--- config.mk ---
export PLATFORM = sky130hd
export DESIGN_NAME = pulse_flow_meter_window_core
export DESIGN_NICKNAME = d
export VERILOG_FILES = /design/src/hdl/pfmw_pkg.sv /design/src/hdl/pfmw_window.sv /design/src/hdl/pfmw_out_buf.sv /design/src/hdl/pulse_flow_meter_window_core.sv
export SDC_FILE = /design/constraint.sdc
export NUM_CORES = 1
export LEC_CHECK = 0
export BUFFER_PORTS_ARGS = -buffer_cell sky130_fd_sc_hd__clkbuf_2
export CAP_MARGIN = 20
export CORE_UTILIZATION = 33
export CTS_CLUSTER_DIAMETER = 200
export DETAILED_ROUTE_END_ITERATION = 16
export PLACE_DENSITY = 0.57
export SLEW_MARGIN = 20
export SYNTH_ARGS = -nofsm -noshare
export SYNTH_HDL_FRONTEND = slang
export SYNTH_SLANG_ARGS = --single-unit
--- constraint.sdc ---
create_clock -name clk -period 12.25 [get_ports clk]
set_input_delay 0.6125 -clock clk [delete_from_list [all_inputs] [get_ports clk]]
set_output_delay 0.6125 -clock clk [all_outputs]
set_load 0.01 [all_outputs]
--- src/hdl/pfmw_pkg.sv ---
// Shared types, codes and the flow ladder for the pulse flow meter window.
package pfmw_pkg;

    localparam int DEF_WINDOW_SLOTS = 10;

    localparam logic [1:0] KIND_PULSE  = 2'd0;
    localparam logic [1:0] KIND_POLL   = 2'd1;
    localparam logic [1:0] KIND_WINDOW = 2'd2;
    localparam logic [1:0] KIND_LOAD   = 2'd3;

    // ladder thresholds, pulses per window
    localparam logic [7:0] FLOW_T1   = 8'd5;
    localparam logic [7:0] FLOW_T2   = 8'd10;
    localparam logic [7:0] FLOW_T3   = 8'd16;
    localparam logic [7:0] FLOW_T4   = 8'd22;
    localparam logic [7:0] FLOW_TOP  = 8'd118;
    localparam logic [4:0] CODE_TOP  = 5'd20;
    // floor(d/6) == (d*43)>>8 for d below 96
    localparam logic [5:0] RECIP6    = 6'd43;

    typedef struct packed {
        logic [1:0]  kind;
        logic        tray_filling;
        logic        pump_on;
        logic [15:0] fill_value;
    } item_t;

    typedef struct packed {
        logic [7:0]  window_sum;
        logic [4:0]  flow_code;
        logic [15:0] fill_remaining_out;
        logic        armed_out;
    } result_t;

    function automatic logic [4:0] flow_ladder(input logic [7:0] hz);
        logic [6:0]  d;
        logic [12:0] p;
        d = 7'(hz - FLOW_T4);
        p = 13'(d * RECIP6);
        if (hz < FLOW_T1)        return 5'd0;
        else if (hz < FLOW_T2)   return 5'd1;
        else if (hz < FLOW_T3)   return 5'd2;
        else if (hz < FLOW_T4)   return 5'd3;
        else if (hz >= FLOW_TOP) return CODE_TOP;
        else                     return 5'(5'd4 + 5'(p[12:8]));
    endfunction

endpackage

--- src/hdl/pfmw_window.sv ---
// Sliding window of slot counts, saturating sum and flow code registers.
module pfmw_window #(
    parameter int WINDOW_SLOTS = pfmw_pkg::DEF_WINDOW_SLOTS
) (
    input  logic       clk,
    input  logic       rst_n,
    input  logic       push,
    input  logic [7:0] fresh,
    output logic [7:0] sum_next,
    output logic [4:0] code_next
);
    import pfmw_pkg::*;

    localparam int OLD_SLOTS = WINDOW_SLOTS - 1;
    localparam int SUM_W     = 8 + $clog2(WINDOW_SLOTS);

    logic [7:0]       slots_reg [OLD_SLOTS];
    logic [7:0]       last_sum_reg;
    logic [4:0]       last_code_reg;
    logic [SUM_W-1:0] sum_wide;
    logic [7:0]       sum_sat;

    always_comb
    begin
        sum_wide = SUM_W'(fresh);
        for (int i = 0; i < OLD_SLOTS; i++)
        begin
            sum_wide = sum_wide + SUM_W'(slots_reg[i]);
        end
        sum_sat = (sum_wide > SUM_W'(8'hFF)) ? 8'hFF : sum_wide[7:0];
    end

    assign sum_next  = push ? sum_sat : last_sum_reg;
    assign code_next = push ? flow_ladder(sum_sat) : last_code_reg;

    always_ff @(posedge clk or negedge rst_n)
    begin
        if (!rst_n)
        begin
            last_sum_reg  <= '0;
            last_code_reg <= '0;
            for (int i = 0; i < OLD_SLOTS; i++)
            begin
                slots_reg[i] <= '0;
            end
        end
        else if (push)
        begin
            last_sum_reg  <= sum_next;
            last_code_reg <= code_next;
            slots_reg[0]  <= fresh;
            for (int i = 1; i < OLD_SLOTS; i++)
            begin
                slots_reg[i] <= slots_reg[i-1];
            end
        end
    end

endmodule

--- src/hdl/pfmw_out_buf.sv ---
// Result register with a skid stage that holds one more result under a stall.
module pfmw_out_buf (
    input  logic              clk,
    input  logic              rst_n,
    input  logic              load_valid,
    output logic              load_ready,
    input  pfmw_pkg::result_t load_data,
    output logic              valid,
    input  logic              ready,
    output pfmw_pkg::result_t data
);
    import pfmw_pkg::*;

    logic    main_valid_reg;
    logic    skid_valid_reg;
    result_t main_reg;
    result_t skid_reg;

    assign load_ready = !skid_valid_reg;
    assign valid      = main_valid_reg;
    assign data       = main_reg;

    always_ff @(posedge clk or negedge rst_n)
    begin
        if (!rst_n)
        begin
            main_valid_reg <= 1'b0;
            skid_valid_reg <= 1'b0;
        end
        else if (!main_valid_reg || ready)
        begin
            main_valid_reg <= skid_valid_reg || load_valid;
            skid_valid_reg <= 1'b0;
        end
        else if (load_valid && load_ready)
        begin
            skid_valid_reg <= 1'b1;
        end
    end

    always_ff @(posedge clk)
    begin
        if (!main_valid_reg || ready)
        begin
            main_reg <= skid_valid_reg ? skid_reg : load_data;
        end
        else if (load_valid && load_ready)
        begin
            skid_reg <= load_data;
        end
    end

endmodule

--- src/hdl/pulse_flow_meter_window_core.sv ---
// Flow sensor front end: pulse gating, fill budget, sliding window and flow code.
// Each accepted item beat yields one result beat from the registered output buffer.
// Throughput: one item per cycle while the skid register is empty; state
// updates in the accept cycle, and a two-deep result buffer (output register
// plus skid) takes one result while the result side stalls, then drops item_ready.
// Reset (rst_n, async, active low): armed, no latched pulse, zero count,
// window, sum, code and fill budget; the result buffer is emptied.
module pulse_flow_meter_window_core #(
    parameter int WINDOW_SLOTS = pfmw_pkg::DEF_WINDOW_SLOTS
) (
    input  logic              clk,
    input  logic              rst_n,
    input  logic              item_valid,
    output logic              item_ready,
    input  pfmw_pkg::item_t   item,
    output logic              result_valid,
    input  logic              result_ready,
    output pfmw_pkg::result_t result
);
    import pfmw_pkg::*;

    // control state
    logic        armed_reg,   armed_next;
    logic        latched_reg, latched_next;
    logic [7:0]  count_reg,   count_next;
    logic [15:0] fill_reg,    fill_next;

    logic        take;       // item beat accepted this cycle
    logic        push;       // window tick accepted
    logic [7:0]  sum_next;
    logic [4:0]  code_next;
    result_t     res;

    assign take = item_valid && item_ready;
    assign push = take && (item.kind == KIND_WINDOW);

    always_comb
    begin
        armed_next   = armed_reg;
        latched_next = latched_reg;
        count_next   = count_reg;
        fill_next    = fill_reg;
        if (take)
        begin
            case (item.kind)
                KIND_PULSE:
                begin
                    // disarmed pulses are dropped
                    if (armed_reg)
                    begin
                        latched_next = 1'b1;
                        armed_next   = 1'b0;
                        if (item.tray_filling && item.pump_on && (fill_reg != '0))
                        begin
                            fill_next = fill_reg - 16'd1;
                        end
                    end
                end
                KIND_POLL:
                begin
                    if (latched_reg)
                    begin
                        latched_next = 1'b0;
                        count_next   = count_reg + 8'd1;  // wraps mod 256
                        armed_next   = 1'b1;
                    end
                end
                KIND_WINDOW:
                begin
                    count_next = '0;
                end
                KIND_LOAD:
                begin
                    fill_next = item.fill_value;
                end
                default:
                begin
                    fill_next = fill_reg;
                end
            endcase
        end
    end

    always_ff @(posedge clk or negedge rst_n)
    begin
        if (!rst_n)
        begin
            armed_reg   <= 1'b1;
            latched_reg <= 1'b0;
            count_reg   <= '0;
            fill_reg    <= '0;
        end
        else
        begin
            armed_reg   <= armed_next;
            latched_reg <= latched_next;
            count_reg   <= count_next;
            fill_reg    <= fill_next;
        end
    end

    // window shift line, saturating sum and ladder
    pfmw_window #(
        .WINDOW_SLOTS(WINDOW_SLOTS)
    ) u_window (
        .clk      (clk),
        .rst_n    (rst_n),
        .push     (push),
        .fresh    (count_reg),
        .sum_next (sum_next),
        .code_next(code_next)
    );

    // every result carries the latest sum and code, also for non-window beats
    always_comb
    begin
        res.window_sum         = sum_next;
        res.flow_code          = code_next;
        res.fill_remaining_out = fill_next;
        res.armed_out          = armed_next;
    end

    pfmw_out_buf u_out_buf (
        .clk       (clk),
        .rst_n     (rst_n),
        .load_valid(take),
        .load_ready(item_ready),
        .load_data (res),
        .valid     (result_valid),
        .ready     (result_ready),
        .data      (result)
    );

endmodule

After elaboration in Yosys (flattened, before gate mapping)
Cells that the tools add are included.
{"block": "totals", "ff_bits": 173, "latch_bits": 0, "mem_bits_rw": 0, "mem_bits_ro": 0, "inputBits": 24, "output_inout_bits": 32, "elab_cells": 90, "n_memories": 0}
{"block": "op_classes", "n_addsub": 13, "mul": 1, "div": 0, "order_cmp": 6, "n_eq_ne": 5, "shifts": 0, "n_mux": 22, "bitwise_logic": 1, "n_reduce_logical": 17}
{"op": "$add A12 B8 Y12", "n": 8}
{"op": "$mux W16", "n": 3}
{"op": "$pmux W16 S2", "n": 1}
{"op": "$mux W30", "n": 1}
{"op": "$mux W5", "n": 6}
{"op": "$mux W8", "n": 3}
{"op": "$lt A8 B5 Y1 const B", "n": 2}
{"op": "$pmux W8 S2", "n": 1}
{"op": "$reduce_bool A16 Y1", "n": 1}
{"op": "$sub A16 B1 Y16 const B", "n": 1}
{"op": "$mul A7 B6 Y13 const B", "n": 1}
{"op": "$gt A12 B8 Y1 const B", "n": 1}
{"op": "$add A8 B8 Y9", "n": 1}
{"op": "$add A8 B1 Y8 const B", "n": 1}
{"op": "$ge A8 B7 Y1 const B", "n": 1}
{"op": "$lt A8 B3 Y1 const B", "n": 1}
{"op": "$lt A8 B4 Y1 const B", "n": 1}
{"op": "$sub A7 B5 Y7 const B", "n": 1}
{"op": "$reduce_and A3 Y1", "n": 2}
{"op": "$reduce_bool A2 Y1", "n": 3}
{"op": "$add A3 B5 Y5 const A", "n": 1}
{"op": "$logic_and A1 B1 Y1", "n": 5}
{"op": "$mux W1", "n": 5}
{"op": "$eq A2 B2 Y1 const B", "n": 2}
{"op": "8 further kinds", "n": 12}

Longest topological paths before layout
{"block": "depth", "word_depth": 21, "depth_mapped": 49, "depth_no_buf": 48}

Modules after synthesis
A second synthesis with hierarchy kept.
{"block": "hier_totals", "cells_unflattened": 926, "hier_area_um2": 10672.7}
{"module": "pfmw_window", "n_inst": 1, "cells_each": 600, "area_per_inst_um2": 6396.1, "seq_area_each_um2": 2127.0}
{"module": "pfmw_out_buf", "n_inst": 1, "cells_each": 102, "area_per_inst_um2": 2386.0, "seq_area_each_um2": 1851.8}
{"module": "pulse_flow_meter_window_core", "n_inst": 1, "cells_each": 224, "area_per_inst_um2": 1890.6, "seq_area_each_um2": 651.9}

Worst setup path after synthesis
Ideal clock, no wire load.
{"block": "synth_timing", "path_kind": "flip-flop to flip-flop", "from": "reg count_reg[0]", "to": "reg u_out_buf.main_reg, in the netlist u_out_buf.data[21], data pin", "setup_time_ns": 0.282, "arrival_time_ns": 9.970, "t_required_ns": 11.968, "slack_ns": 1.998, "path_stages_with_launch": 48, "n_path_buf": 1, "path_cell_list": "dfrtp_1 -> ha_1 -> inv_1 -> fa_1 -> inv_1 -> a21oi_1 -> o21ai_0 -> a21oi_1 -> o21bai_1 -> xnor2_1 -> fa_1 -> fa_1 -> fa_1 -> fa_1 -> inv_1 -> ha_1 -> a21o_1 -> a21oi_1 -> (+12 left out) -> inv_1 -> fa_1 -> fa_1 -> inv_1 -> ha_1 -> a2111oi_0 -> nor2_1 -> a22oi_1 -> o41ai_1 -> nor2_1 -> nor2b_1 -> nor2_1 -> xnor2_1 -> ha_1 -> xor2_1 -> xnor2_1 -> o41ai_1 -> a31oi_1"}
{"block": "synth_via", "elab_chain_len": 21}
{"element": "start, declared", "line": "pulse_flow_meter_window_core.sv:25", "source": "logic [7:0] count_reg, count_next;"}
{"element": "start signal, assigned", "line": "pulse_flow_meter_window_core.sv:97", "source": "count_reg <= count_next;"}
{"element": "$add A8 B8 Y9 (*)", "line": "pfmw_window.sv:28", "source": "sum_wide = sum_wide + SUM_W'(slots_reg[i]);"}
{"element": "$add A12 B8 Y12 (*) (8 in series)", "line": "pfmw_window.sv:28"}
{"element": "$gt A12 B8 Y1", "line": "pfmw_window.sv:30", "source": "sum_sat = (sum_wide > SUM_W'(8'hFF)) ? 8'hFF : sum_wide[7:0];"}
{"element": "$mux W8 (*)", "line": "pfmw_window.sv:30"}
{"element": "$sub A7 B5 Y7", "line": "pfmw_pkg.sv:38", "source": "d = 7'(hz - FLOW_T4);"}
{"element": "$mul A7 B6 Y13", "line": "pfmw_pkg.sv:39", "source": "p = 13'(d * RECIP6);"}
{"element": "$add A3 B5 Y5", "line": "pfmw_pkg.sv:45", "source": "else return 5'(5'd4 + 5'(p[12:8]));"}
{"element": "$mux W5", "line": "pfmw_pkg.sv:44", "source": "else if (hz >= FLOW_TOP) return CODE_TOP;"}
{"element": "$mux W5", "line": "pfmw_pkg.sv:43", "source": "else if (hz < FLOW_T4) return 5'd3;"}
{"element": "$mux W5", "line": "pfmw_pkg.sv:42", "source": "else if (hz < FLOW_T3) return 5'd2;"}
{"element": "$mux W5", "line": "pfmw_pkg.sv:41", "source": "else if (hz < FLOW_T2) return 5'd1;"}
{"element": "$mux W5 (*)", "line": "pfmw_pkg.sv:40", "source": "if (hz < FLOW_T1) return 5'd0;"}
{"element": "$mux W5 (*)", "line": "pfmw_window.sv:34", "source": "assign code_next = push ? flow_ladder(sum_sat) : last_code_reg;"}
{"element": "$mux W30 (*)", "line": "pfmw_out_buf.sv:45", "source": "main_reg <= skid_valid_reg ? skid_reg : load_data;"}
{"element": "end signal, assigned", "line": "pfmw_out_buf.sv:45"}
{"element": "end, declared", "line": "pfmw_out_buf.sv:16", "source": "result_t main_reg;"}
Every way passes the cells marked *; elsewhere a longest branch is shown, timed or not.
A chain may end at the register's enable or synchronous reset.

Worst setup path after layout
Same ends and word-level chain as after synthesis.

==> out/summary.log <==
[critical_path] start point of the critical path count_reg[0]
[timing] setup skew after layout 0.0166 ns
[clocking] hold buffer count at cts 0
[die] vertical extent of the die 176 um
[outcome] outcome finished clean
[timing] Final TNS setup 0 ns
[clocking] number of buffers created by CTS 17
[clocking] CTS root buf sky130_fd_sc_hd__clkbuf_16
[clocking] number of post-CTS setup repair buffers 0
[timing] actual slew at the worst max-slew pin 0.898 ns
[routing] number of remaining DRC errors 0
[clocking] clock latency on the worst-skew pair 0.43 ns
[timing] achievable clock frequency 90.9 MHz
[grt] largest net degree at the start of global routing 89
[clocking] number of buffers between clock root and the deepest sink 2
[logic_synthesis] Post-Syn Area per Cell 10.2 um2
[critical_path] Slowest-stage cell, CP sky130_fd_sc_hd__a2111oi_0
[routing] Starting DRT DRC Count 351
[routing] total routed wirelength 19.9 mm
[routing] post-detailed-route count of antenna-violating nets 0
[logic_synthesis] proportion of synthesized chip area in sequential cells 46.2%
[logic_synthesis] post-synthesis cell type count 60
[die] initial core utilization 33.7%
[finish] ANT cells 0
[logic_synthesis] number of storage elements in the synthesis netlist 173
[die] die width 176 um
[finish] max reg flops 72
[grt] global-route track usage on met2 21.5%
[die] floorplan die area 31,100 um2
[timing] Slew Limit Fails 0
[grt] most used routing layer met2
[critical_path] Setup crit end kind flop
[grt] remaining global-route overflow 0
[clocking] total clock sinks 173
[timing] fin crit share 89.8%
[finish] # fillers 2,967
[die] core area 29,800 um2
[die] io pins 56
[logic_synthesis] share of flip-flops with an asynchronous set or reset after synthesis 65.3%
[finish] Net count, final 1,176
[critical_path] Data arrival, critical path 11.16 ns
[grt] met3 GRT Util 2.67%
[logic_synthesis] leading cell type by number of instances after synthesis sky130_fd_sc_hd__nand2_1
[critical_path] category of the critical setup timing path reg2reg
[critical_path] stage delay of the slowest cell on the critical path 0.60 ns
[placement] number of buffer cells added on primary ports 55
[logic_synthesis] post-synthesis cell type with the largest combined area sky130_fd_sc_hd__dfrtp_1
[worst_hold_path] Hold Crit Class in2async
[logic_synthesis] EDFF count, synth 60
[clocking] CTS resizes 0
[timing] Rel. slew slack 40.1%
[logic_synthesis] list of most frequent post-synthesis cells sky130_fd_sc_hd__nand2_1 (238), sky130_fd_sc_hd__dfrtp_1 (112), sky130_fd_sc_hd__inv_1 (111)
[routing] total number of vias 6,878
[clocking] clock-pin slew of the registers on the worst-case setup and hold paths 0.08 ns
[routing] detailed-route vias per instance 4.79
[grt] GR met1 Demand/Resource 19.4%
[timing] Final setup violation count 0
[critical_path] worst path required time 12.41 ns
[critical_path] launch point of the worst reg-to-reg path count_reg[0]
[grt] vias in the first global route 6,774
[placement] final weighted congestion in routability-driven placement 0.822
[timing] RSZ-0062 raised after global routing false
[placement] total half-perimeter wirelength after legalization and detailed placement 13.9 mm
[job] number of maximum-capacitance violations 0
[routing] number of iterations in the first detailed-routing pass 5
[clocking] clock tree from TritonCTS built
[logic_synthesis] number of cells produced by synthesis 985
[logic_synthesis] area of the mapped netlist 10,000 um2
[logic_synthesis] top area cells in the synthesized netlist sky130_fd_sc_hd__dfrtp_1 (28%), sky130_fd_sc_hd__edfxtp_1 (18%), sky130_fd_sc_hd__fa_1 (12%), sky130_fd_sc_hd__nand2_1 (8.9%), sky130_fd_sc_hd__ha_1 (7.1%)
[critical_path] maximum fanout encountered on the critical timing path 12
[grt] number of antenna violations at the first check in global routing 0
[grt] GRT Total Usage 13.7%
[timing] crit path time final 11.00 ns
[logic_synthesis] top_reg_cell synth sky130_fd_sc_hd__dfrtp_1
[logic_synthesis] portion of synthesized cell area occupied by the leading cell type 27.9%
[die] Placement Rows 63
[clocking] Clock H-tree levels 4
[logic_synthesis] number of warning messages in the yosys log 0
[logic_synthesis] total nets after synthesis 1,128
[critical_path] Startpoint Class flop
[grt] first-pass GRT wire length 34.0 mm
[timing] count of final hold-check violations 0
[finish] layout cell share with drive strength beyond 1 12.5%
[finish] Area growth syn-to-layout 13.0%
[routing] detailed-route wire length per cell 13.8 um
## per-layer routing
metal / part of all wire, % / wire (um)
met1: 50 / 9860
met2: 45 / 9030
met4: 1.2 / 245
met5: 0 / 0
met3: 3.7 / 731
## area by class of cell
class / instances / area [um2] / share of cell area (%)
Timing Repair Buffer: 62 / 330 / 2.92
Clock inverter: 14 / 171 / 1.51
Inverter: 111 / 417 / 3.68
Clock buffer: 18 / 429 / 3.79
Multi-Input combinational cell: 668 / 4860 / 42.9
Tap cell: 390 / 488 / 4.31
Sequential cell: 173 / 4630 / 40.9
## final timing paths
kind	to	slack (ns)	cells after the start
worst max-delay path	u_out_buf.data[21]	1.25	45
worst min-delay path	u_window.last_sum_reg[1]	0.19	1
worst max register to register	u_out_buf.data[21]	1.25	45
worst min register to register	u_window.last_sum_reg[2]	0.47	2
max in group asynchronous	u_window.slots_reg[17]	10.72	2
min in group clk	u_out_buf.valid	0.44	3
## cell usage in the layout, fill, tap and decap left out, drive strengths merged, types with 5 or more instances in the layout
cell      n
fa       62
a31oi     9
nor2     40
xor2      6
mux2     30
buf       8
clkbuf   72
nand2   238
a21o      7
o21ai    68
nand2b    5
and2      5
a22oi    11
nand3    10
dfrtp   112
nor3     13
a21oi    36
xnor2    14
ha       57
edfxtp   60
inv     118
## cell families (layout without fill, tap and decap cells)
group / Yosys count / count (layout) / share of synthesized area (%)
AO/OA/AOI/OAI: 163 / 163 / 9.82
flip-flops: 173 / 173 / 46.2
AND/OR/NAND/NOR: 334 / 334 / 13.8
adder cells (fa/ha/maj): 119 / 119 / 19.5
multiplexers: 32 / 32 / 3.57
buffers and inverters: 144 / 205 / 5.40
XOR/XNOR: 20 / 20 / 1.75
## worst max-delay path, delay by kind of cell (launching register included)
| kind | cells | cell delay, ns |
|---|---|---|
| adder cells (fa/ha/maj) | 13 | 4.93 |
| AO/OA/AOI/OAI | 13 | 2.87 |
| AND/OR/NAND/NOR | 7 | 1.36 |
| XOR/XNOR | 5 | 0.75 |
| flip-flops | 1 | 0.43 |
| buffers and inverters | 7 | 0.40 |
## metrics by stage
stage	hold WS, ns	cell area [um2]	util [%]	cells	setup slack [ns]
2_1_floorplan	0.317	10000	-	985	2.00
3_3_place_gp	0.450	10700	36.0	1404	1.47
3_5_place_dp	0.459	10700	36.0	1404	1.18
4_1_cts	0.202	11300	38.0	1436	1.08
5_1_grt	0.236	11300	38.0	1436	0.165
6_report	0.188	11300	38.0	1436	1.25
Power is left out: the tool's default activity adds up to more than one toggle a clock period on the data nets, which glitch-free logic cannot reach.
